===== src/rtl/nmfm_pkg.sv =====
// nmfm_pkg: shared types, constants and micro-program for the mach-from-mass solver
`default_nettype none

package nmfm_pkg;

  // fixed field widths
  localparam int unsigned OUT_W     = 48;
  localparam int unsigned MS_W      = 47;
  localparam int unsigned TOL_W     = 25;
  localparam int unsigned IT_W      = 8;
  localparam int unsigned CFG_IDX_W = 3;
  localparam int unsigned PC_W      = 6;
  localparam int unsigned RF_DEPTH  = 16;
  localparam int unsigned RF_IDX_W  = 4;

  // register reset values
  localparam logic [MS_W-1:0]  RST_MASS_SCALE = 47'd16777216;
  localparam logic [IT_W-1:0]  RST_MAX_ITER   = 8'd99;
  localparam logic [TOL_W-1:0] RST_TOL        = 25'd17;

  typedef enum logic [CFG_IDX_W-1:0] {
    CFG_MASS_SCALE = 3'd0,
    CFG_MAX_ITER   = 3'd1,
    CFG_REL_TOL    = 3'd2,
    CFG_ABS_TOL    = 3'd3,
    CFG_SMALL_OFF  = 3'd4
  } cfg_idx_e;

  typedef enum logic [1:0] {
    STAT_CONVERGED = 2'd0,
    STAT_LIMIT     = 2'd1,
    STAT_ZERO_DIV  = 2'd2
  } status_e;

  // micro-operations: datapath ops first, then sequencer ops
  typedef enum logic [3:0] {
    OP_ADD    = 4'd0,
    OP_SUB    = 4'd1,
    OP_MUL    = 4'd2,
    OP_DIV    = 4'd3,
    OP_ABS    = 4'd4,
    OP_SELZ   = 4'd5,
    OP_LTSET  = 4'd6,
    OP_LTAND  = 4'd7,
    OP_CLRDZ  = 4'd8,
    OP_LOOP   = 4'd9,
    OP_DZCOND = 4'd10,
    OP_CONV   = 4'd11,
    OP_JMP    = 4'd12,
    OP_FIN    = 4'd13
  } op_e;

  // operand sources: msb clear selects a working register
  typedef enum logic [4:0] {
    S_X0   = 5'd0,
    S_Y0   = 5'd1,
    S_X1   = 5'd2,
    S_Y1   = 5'd3,
    S_DF   = 5'd4,
    S_DP   = 5'd5,
    S_T0   = 5'd6,
    S_T1   = 5'd7,
    S_T2   = 5'd8,
    S_T3   = 5'd9,
    S_T4   = 5'd10,
    S_T5   = 5'd11,
    S_C0   = 5'd16,
    S_C1   = 5'd17,
    S_C2   = 5'd18,
    S_C3   = 5'd19,
    S_C4   = 5'd20,
    S_C5   = 5'd21,
    S_M    = 5'd22,
    S_MS   = 5'd23,
    S_RTOL = 5'd24,
    S_ATOL = 5'd25,
    S_SOFF = 5'd26
  } src_e;

  typedef struct packed {
    op_e  op;
    src_e dst;
    src_e sa;
    src_e sb;
  } instr_t;

  typedef struct packed {
    logic start;
    logic load;
    op_e  op;
    src_e dst;
    src_e sa;
    src_e sb;
  } dp_cmd_t;

  typedef struct packed {
    logic done;
    logic dz;
    logic cmp;
  } dp_stat_t;

  typedef struct packed {
    logic            load;
    status_e         status;
    logic [IT_W-1:0] iters;
  } out_ctl_t;

  typedef enum logic [1:0] {
    ST_IDLE  = 2'd0,
    ST_ISSUE = 2'd1,
    ST_WAIT  = 2'd2,
    ST_DONE  = 2'd3
  } ctrl_state_e;

  typedef enum logic [1:0] {
    PH_IDLE  = 2'd0,
    PH_SETUP = 2'd1,
    PH_RUN   = 2'd2
  } dp_phase_e;

  localparam logic [PC_W-1:0] PC_LOOP = 6'd11;
  localparam logic [PC_W-1:0] PC_FIN  = 6'd52;

  function automatic instr_t mk(input op_e o, input src_e d, input src_e a, input src_e b);
    instr_t r;
    r.op  = o;
    r.dst = d;
    r.sa  = a;
    r.sb  = b;
    return r;
  endfunction

  // solver program: start value, residual, then the newton pass loop
  function automatic instr_t prog_rom(input logic [PC_W-1:0] pc);
    instr_t r;
    r = mk(OP_FIN, S_X0, S_C0, S_C0);
    unique case (pc)
      6'd0:  r = mk(OP_CLRDZ, S_X0, S_C0, S_C0);
      6'd1:  r = mk(OP_ADD,   S_X0, S_C1, S_C0);
      // residual at the start value
      6'd2:  r = mk(OP_MUL,   S_T0, S_X0, S_X0);
      6'd3:  r = mk(OP_MUL,   S_T1, S_T0, S_X0);
      6'd4:  r = mk(OP_ADD,   S_T2, S_C1, S_T0);
      6'd5:  r = mk(OP_MUL,   S_T3, S_T1, S_T2);
      6'd6:  r = mk(OP_MUL,   S_T3, S_MS, S_T3);
      6'd7:  r = mk(OP_ADD,   S_T4, S_C1, S_X0);
      6'd8:  r = mk(OP_DIV,   S_T5, S_T3, S_T4);
      6'd9:  r = mk(OP_SUB,   S_Y0, S_T5, S_M);
      6'd10: r = mk(OP_SELZ,  S_Y0, S_Y0, S_C0);
      // pass head
      6'd11: r = mk(OP_LOOP,  S_X0, S_C0, S_C0);
      6'd12: r = mk(OP_CLRDZ, S_X0, S_C0, S_C0);
      // slope
      6'd13: r = mk(OP_MUL,   S_T0, S_X0, S_X0);
      6'd14: r = mk(OP_MUL,   S_T1, S_C4, S_X0);
      6'd15: r = mk(OP_ADD,   S_T1, S_C5, S_T1);
      6'd16: r = mk(OP_MUL,   S_T1, S_X0, S_T1);
      6'd17: r = mk(OP_ADD,   S_T1, S_C2, S_T1);
      6'd18: r = mk(OP_MUL,   S_T1, S_X0, S_T1);
      6'd19: r = mk(OP_ADD,   S_T1, S_C3, S_T1);
      6'd20: r = mk(OP_MUL,   S_T1, S_T0, S_T1);
      6'd21: r = mk(OP_MUL,   S_T1, S_MS, S_T1);
      6'd22: r = mk(OP_ADD,   S_T2, S_C1, S_X0);
      6'd23: r = mk(OP_MUL,   S_T2, S_T2, S_T2);
      6'd24: r = mk(OP_DIV,   S_DF, S_T1, S_T2);
      // step
      6'd25: r = mk(OP_CLRDZ, S_X0, S_C0, S_C0);
      6'd26: r = mk(OP_DIV,   S_DP, S_Y0, S_DF);
      6'd27: r = mk(OP_DZCOND, S_X0, S_C0, S_C0);
      6'd28: r = mk(OP_CLRDZ, S_X0, S_C0, S_C0);
      6'd29: r = mk(OP_SUB,   S_X1, S_X0, S_DP);
      // residual at the new iterate
      6'd30: r = mk(OP_MUL,   S_T0, S_X1, S_X1);
      6'd31: r = mk(OP_MUL,   S_T1, S_T0, S_X1);
      6'd32: r = mk(OP_ADD,   S_T2, S_C1, S_T0);
      6'd33: r = mk(OP_MUL,   S_T3, S_T1, S_T2);
      6'd34: r = mk(OP_MUL,   S_T3, S_MS, S_T3);
      6'd35: r = mk(OP_ADD,   S_T4, S_C1, S_X1);
      6'd36: r = mk(OP_DIV,   S_T5, S_T3, S_T4);
      6'd37: r = mk(OP_SUB,   S_Y1, S_T5, S_M);
      6'd38: r = mk(OP_DZCOND, S_X0, S_C0, S_C0);
      6'd39: r = mk(OP_SELZ,  S_Y1, S_Y1, S_C0);
      // convergence test
      6'd40: r = mk(OP_ABS,   S_T0, S_DP, S_C0);
      6'd41: r = mk(OP_ADD,   S_T0, S_T0, S_T0);
      6'd42: r = mk(OP_ABS,   S_T1, S_X1, S_C0);
      6'd43: r = mk(OP_ADD,   S_T1, S_T1, S_SOFF);
      6'd44: r = mk(OP_MUL,   S_T1, S_RTOL, S_T1);
      6'd45: r = mk(OP_LTSET, S_X0, S_T0, S_T1);
      6'd46: r = mk(OP_ABS,   S_T2, S_Y1, S_C0);
      6'd47: r = mk(OP_LTAND, S_X0, S_T2, S_ATOL);
      6'd48: r = mk(OP_CONV,  S_X0, S_C0, S_C0);
      6'd49: r = mk(OP_ADD,   S_X0, S_X1, S_C0);
      6'd50: r = mk(OP_ADD,   S_Y0, S_Y1, S_C0);
      6'd51: r = mk(OP_JMP,   S_X0, S_C0, S_C0);
      default: r = mk(OP_FIN, S_X0, S_C0, S_C0);
    endcase
    return r;
  endfunction

endpackage

`default_nettype wire


===== src/rtl/nmfm_ctrl.sv =====
// nmfm_ctrl: micro-program sequencer with pass counter and solve status
`default_nettype none

module nmfm_ctrl import nmfm_pkg::*; (
  input  wire logic            clk_i,
  input  wire logic            rst_ni,
  input  wire logic            in_valid_i,
  output logic                 in_stall_o,
  input  wire logic [IT_W-1:0] max_iter_i,
  input  wire logic            out_free_i,
  input  wire dp_stat_t        dp_stat_i,
  output dp_cmd_t              dp_cmd_o,
  output out_ctl_t             out_ctl_o
);

  ctrl_state_e     state_q, state_d;
  logic [PC_W-1:0] pc_q, pc_d;
  logic [IT_W-1:0] k_q, k_d;
  status_e         cond_q, cond_d;
  instr_t          ins;

  assign ins = prog_rom(pc_q);

  // state register
  always_ff @(posedge clk_i or negedge rst_ni) begin
    if (!rst_ni) begin
      state_q <= ST_IDLE;
      pc_q    <= '0;
      k_q     <= '0;
      cond_q  <= STAT_LIMIT;
    end else begin
      state_q <= state_d;
      pc_q    <= pc_d;
      k_q     <= k_d;
      cond_q  <= cond_d;
    end
  end

  // next state and commands
  always_comb begin
    state_d        = state_q;
    pc_d           = pc_q;
    k_d            = k_q;
    cond_d         = cond_q;
    dp_cmd_o.start = 1'b0;
    dp_cmd_o.load  = 1'b0;
    dp_cmd_o.op    = ins.op;
    dp_cmd_o.dst   = ins.dst;
    dp_cmd_o.sa    = ins.sa;
    dp_cmd_o.sb    = ins.sb;
    out_ctl_o.load   = 1'b0;
    out_ctl_o.status = cond_q;
    out_ctl_o.iters  = k_q;
    unique case (state_q)
      ST_IDLE: begin
        if (in_valid_i) begin
          dp_cmd_o.load = 1'b1;
          pc_d    = '0;
          k_d     = '0;
          cond_d  = STAT_LIMIT;
          state_d = ST_ISSUE;
        end
      end
      ST_ISSUE: begin
        unique case (ins.op)
          OP_LOOP: begin
            if (cond_q != STAT_LIMIT || k_q >= max_iter_i) begin
              pc_d = PC_FIN;
            end else begin
              k_d  = k_q + IT_W'(1);
              pc_d = pc_q + PC_W'(1);
            end
          end
          OP_DZCOND: begin
            if (dp_stat_i.dz) cond_d = STAT_ZERO_DIV;
            pc_d = pc_q + PC_W'(1);
          end
          OP_CONV: begin
            if (dp_stat_i.cmp && cond_q != STAT_ZERO_DIV) cond_d = STAT_CONVERGED;
            pc_d = pc_q + PC_W'(1);
          end
          OP_JMP: pc_d = PC_LOOP;
          OP_FIN: state_d = ST_DONE;
          default: begin
            dp_cmd_o.start = 1'b1;
            state_d        = ST_WAIT;
          end
        endcase
      end
      ST_WAIT: begin
        if (dp_stat_i.done) begin
          pc_d    = pc_q + PC_W'(1);
          state_d = ST_ISSUE;
        end
      end
      ST_DONE: begin
        if (out_free_i) begin
          out_ctl_o.load = 1'b1;
          state_d        = ST_IDLE;
        end
      end
      default: state_d = ST_IDLE;
    endcase
  end

  assign in_stall_o = state_q != ST_IDLE;

  // datapath only finishes what was issued
  assert property (@(posedge clk_i) disable iff (!rst_ni)
                   dp_stat_i.done |-> state_q == ST_WAIT)
    else $error("datapath done without a pending op");

  // end of program always hands over a result
  assert property (@(posedge clk_i) disable iff (!rst_ni)
                   (state_q == ST_ISSUE && ins.op == OP_FIN) |=> state_q == ST_DONE)
    else $error("program end did not reach result state");

  // no new command while the result waits
  assert property (@(posedge clk_i) disable iff (!rst_ni)
                   state_q == ST_DONE |-> !dp_cmd_o.start && !dp_cmd_o.load)
    else $error("command issued while holding result");

endmodule

`default_nettype wire


===== config.mk =====
export PLATFORM = sky130hd
export DESIGN_NAME = nmfm_ctrl
export DESIGN_NICKNAME = d
export VERILOG_FILES = /design/src/rtl/nmfm_pkg.sv /design/src/rtl/nmfm_ctrl.sv
export SDC_FILE = /design/constraint.sdc
export NUM_CORES = 1
export LEC_CHECK = 0
export BUFFER_PORTS_ARGS = -buffer_cell sky130_fd_sc_hd__buf_2
export CORE_MARGIN = 3
export CORE_UTILIZATION = 42
export CTS_BUF_LIST = sky130_fd_sc_hd__clkbuf_4 sky130_fd_sc_hd__clkbuf_8
export CTS_CLUSTER_DIAMETER = 30
export CTS_CLUSTER_SIZE = 24
export DETAILED_ROUTE_END_ITERATION = 10
export PLACE_DENSITY = 0.62
export SLEW_MARGIN = 30
export SYNTH_ARGS = -nofsm -noshare
export SYNTH_HDL_FRONTEND = slang
export SYNTH_SLANG_ARGS = --single-unit
export TNS_END_PERCENT = 5

===== constraint.sdc =====
create_clock -name clk_i -period 2.6 [get_ports clk_i]
set_input_delay 0 -clock clk_i [delete_from_list [all_inputs] [get_ports clk_i]]
set_output_delay 0 -clock clk_i [all_outputs]
set_load 0.02 [all_outputs]

# --- Word-level counts from Yosys, hierarchy flattened ---
# Memory sizes are Yosys's and may differ from the RTL's.
# Cells that the tools add are included.
totals:
  memories: 1
  elab_cells: 65
  romBits: 1152
  in_bits: 15
  output_inout_bits: 33
  ff_bits: 18
memory_table:
  columns: ["name", "words", "width", "rd", "rd_clocked_by_memory_dff", "wr", "line", "text"]
  rows:
  - ["(name not given)", 64, 18, 1, 0, 0, "nmfm_pkg.sv:137", "unique case (pc)"]
classes:
  n_lt_le_gt_ge: 1
  n_addsub: 2
  n_eq_ne: 20
  reduce_logical: 13
  muxes: 24
ops:
  columns: ["cell", "n"]
  rows:
  - ["$pmux W6 S3", 2]
  - ["$mux W8", 3]
  - ["$eq A4 B4 Y1 const B", 5]
  - ["$mux W6", 3]
  - ["$pmux W8 S2", 1]
  - ["$ne A2 B2 Y1 const B", 6]
  - ["$pmux W2 S2", 3]
  - ["$reduce_and A4 Y1", 3]
  - ["$mux W2", 5]
  - ["$add A8 B1 Y8 const B", 1]
  - ["$ge A8 B8 Y1", 1]
  - ["$pmux W2 S4", 1]
  - ["$add A6 B1 Y6 const B", 1]
  - ["$mux W1", 6]
  - ["$ne A3 B3 Y1 const B", 2]
  - ["$reduce_and A5 Y1", 1]
  - ["$reduce_or A5 Y1", 1]
  - ["$eq A2 B2 Y1 const B", 2]
  - ["$ne A2 B1 Y1 const B", 2]
  - ["$ne A4 B2 Y1 const B", 1]
  - ["$reduce_bool A2 Y1", 2]
  - ["$reduce_or A4 Y1", 1]
  - ["$ne A3 B2 Y1 const B", 1]
  - ["$reduce_bool A3 Y1", 1]
  - ["5 further kinds", 5]

# --- Logic depth before layout (Yosys ltp) ---
logic_depth:
  depth_word: 5
  ltp_mapped: 13
  ltp_nobuf: 11

# --- Worst setup path before layout ---
# OpenSTA, ideal clock, no wires.
synth_timing:
  path_type: "register to register"
  from: "register pc_q[0]"
  to: "register cond_q[1]"
  t_required_ps: 2465
  setup_ps: 135
  path_slack_ps: -357
  period_less_slack_ps: 2957
  path_stages_with_launch: 12
  t_arrival_ps: 2822
  n_path_buf: 2
  cell_sequence: "dfrtp_1 > buf_2 > inv_1 > ha_1 > buf_2 > mux2i_1 > o32a_1 > a221oi_4 > nand2_1 > o41ai_1 > mux2i_1 > o31ai_1"
synth_rtl:
  columns: ["item", "line", "text"]
  rows:
  - ["from (decl)", "nmfm_ctrl.sv:17", "logic [PC_W-1:0] pc_q, pc_d;"]
  - ["from (signal assigned)", "nmfm_ctrl.sv:33", "pc_q <= pc_d;"]
  - ["to (signal assigned)", "nmfm_ctrl.sv:35", "cond_q <= cond_d;"]
  - ["to (decl)", "nmfm_ctrl.sv:19", "status_e cond_q, cond_d;"]

# --- Final worst setup path ---
layout_timing:
  from: "register pc_q[1]"
  to: "register k_q[2]"
layout_via:
  elab_chain_len: 4
layout_rtl:
  columns: ["item", "line", "text"]
  rows:
  - ["$mem_v2 Z64 W18", null, null]
  - ["$eq A4 B4 Y1", "nmfm_ctrl.sv:65", "unique case (ins.op)"]
  - ["$ne A2 B1 Y1 (no line)", null, null]
  - ["$reduce_and A4 Y1 (no line)", null, null]
  - ["to (signal assigned)", "nmfm_ctrl.sv:34", "k_q <= k_d;"]
  - ["to (decl)", "nmfm_ctrl.sv:18", "logic [IT_W-1:0] k_q, k_d;"]
# Every way passes these cells.
# A chain may end at the register's enable or synchronous reset.

==> qor.yml <==
yosys:
  synth_commonest_cells: "nand2_1, a21oi_1, nor2_1, o21ai_0"
  synth_edf_count: 0
  synth_seq_cells: 18
  avgSynthCellArea_sq_um: 7.27
  synth.distinct_cells: 79
  syn_inst: 420
  synth_area_leaders: "dfrtp_1, ha_1, a21oi_1"
  seq_area_frac_synth_pct: 14.8
  synth_top_area_cell: "dfrtp_1"
  synth_most_common_cell: "nand2_1"
  syn_nets: 459
  synth_top_area_share_pct: 13.9
  syn_area_sq_um: 3060
  yosys_warnings: 0
  synthArstFlopShare_pct: 100
  synthFlopType: "dfrtp_1"
placed_design:
  place_congestion: 0.936
  dp_slack_ns: -0.143
  hpwlAfterDp_mm: 8.07
  placed_cells: 613
  place_area_sq_um: 3990
  portBuffers: 46
cells_and_area:
  drive_gt1_share_pct: 39.7
  finalNonFillerCells: 627
  final_nets: 571
  area_delta_synth_final_pct: 42.2
  n_antenna_cell: 0
  fill_cells: 623
  post-route-util_pct: 62.9
  fin_area_sq_um: 4340
power:
  p_leak_nw: 1.94
  power.density_nw_per_um2: 1190
  vdd_drop_max_v: 0.000600
  power.total_mw: 5.19
timing:
  finalSetupViolations: 0
  hold_ws_ns: 0.140
  hold_viol: 0
  fmax_mhz: 390
  totalNegativeSetupSlack_ns: 0
  min_period_ns: 2.56
  rsz0062_at_grt: "true"
  maxSlewHeadroom_pct: 35.1
  skew_ns: 0.00387
  worstMarginPinSlew_ns: 0.973
  finalCritPeriodShare_pct: 98.6
  slew_violations: 0
  setup_slack_ns: 0.0355
clocking:
  clk_path_buf_depth: 2
  cts_inserted_buffers: 3
  cts_root_buf: "clkbuf_8"
  cts.sinks: 18
  clk_pin_slew_ns: 0.08
  ctsHtreeMaxLevel: 1
  insertion_delay_ns: 0.26
  cts_tree: "built"
global_route:
  grt_max_degree: 28
  grt_pass1_vias: 3616
  grt_overflow: 0
  grt_pass1_wl_mm: 17.4
  grtUsageTotal_pct: 25.1
  antenna_found_initial: 0
setup_path:
  crit_end: "k_q[2]"
  startpoint_type: "flop"
  r2r_slack_ns: 0.04
  cp.required_ns: 2.73
  crit_start: "pc_q[1]"
  r2r_start: "pc_q[1]"
  criticalPathCategory: "reg2reg"
  crit_fanout: 5
  r2r-end: "k_q[2]"
  arrival_ns: 2.70
  crit_path_end_kind: "flop"
  rr_worst_depth: 12
job:
  drv_cap: 0
min_path:
  worstHoldPathType: "in2reg"
floorplan:
  die_w_microns: 91.3
  initial_utilization_pct: 44.2
  rows: 30
  dieArea_sq_um: 8330
  ios: 48
  core_sq_um: 6910
  fp.dieH_microns: 91.3
route:
  wire_per_inst_microns: 17.3
  drc_errors: 0
  drtPass1Iterations: 5
  drt_iter0_drc: 267
  viasPerCell: 5.99
  vias: 3753
  final_antenna_net_count: 0
  wl_mm: 10.8
outcome:
  status: "complete, no violations"
-- logic make-up after synthesis --
| family | after synthesis | share of synthesized area [%] |
|---|---|---|
| and+or+nand+nor | 142 | 23.9 |
| other | 1 | 0.123 |
| adders and majority gates | 24 | 9.83 |
| buffers and inverters | 61 | 8.72 |
| DFF | 18 | 14.8 |
| AOI/OAI and AO/OA | 158 | 37.5 |
| muxes | 10 | 3.44 |
| xor gates and xnor gates | 6 | 1.72 |
-- how the worst min path moves through the flow --
| stage | slack, ns | endpoint | depth (start not counted) | from |
|---|---|---|---|---|
| 2_1_floorplan | -0.30 | cond_q[1] | 0 | rst_ni |
| 3_3_place_gp | -0.04 | cond_q[1] | 1 | rst_ni |
| 3_5_place_dp | -0.04 | state_q[0] | 1 | rst_ni |
| 4_1_cts | 0.13 | cond_q[1] | 4 | dp_stat_i[1] |
| 5_1_grt | 0.16 | cond_q[1] | 4 | dp_stat_i[1] |
| 6_report | 0.14 | cond_q[1] | 4 | dp_stat_i[1] |
-- where the power goes --
part           switching [mW]  internal, mW
Combinational            2.48          2.01
Sequential              0.102         0.358
Clock                   0.106         0.135
-- cell usage in the layout (no fill, tap or decap), types with 6 or more instances in the layout --
master	count
a211oi_1	10
a21oi_1	30
a22oi_1	6
a31oi_1	6
buf_2	45
buf_4	80
buf_6	9
dfrtp_1	12
ha_1	18
inv_1	22
mux2i_1	6
nand2_1	39
nand2b_1	9
nand3_1	8
nand4_1	6
nor2_1	32
nor2b_1	8
o211ai_1	6
o21ai_0	31
o31ai_1	7
-- state kept, by name, indices dropped and copies added, names as in the netlist --
name / cells
pc_q: 6
state_q: 2
k_q: 8
cond_q: 2
-- metal layers --
layer	routed length (microns)	part of all wire [%]	vias up	GRT usage, %
met3	805	7.4	14	4.14
li1	-	-	1775	-
met4	97	0.90	0	3.77
met1	4740	44	1798	36.0
met2	5180	48	166	40.5
met5	0	0	-	0
-- area by class of cell --
class,count,area (sq um),area share (%)
flip-flops and latches,18,458,10.5
repair buffers,139,1020,23.4
well taps,96,120,2.76
clock buffers,4,55.1,1.27
multi-input cells,341,2570,59.2
inverters,29,121,2.79
-- critical path, stage by stage, from the launching register on --
cell and delay (ns):
dfrtp_2 0.43, buf_4 0.14, ha_1 0.19, nor2b_2 0.20, nor2_1 0.10, a221oi_4 0.37
buf_12 0.16, and2_4 0.15, a41oi_4 0.15, buf_6 0.18, nor3b_4 0.17, xnor2_1 0.13
nor2_1 0.06
-- what timing repair did --
action / CTS / global route
endpoints found under the setup margin: 18 / 18
hold endpoints to repair: 18 / 0
pin swaps: 5 / 16
resized for setup: 16 / 37
hold buffers: 1 / 0
buffers inserted: 6 / 3
No activity file was read; power rests on OpenSTA's default activity.
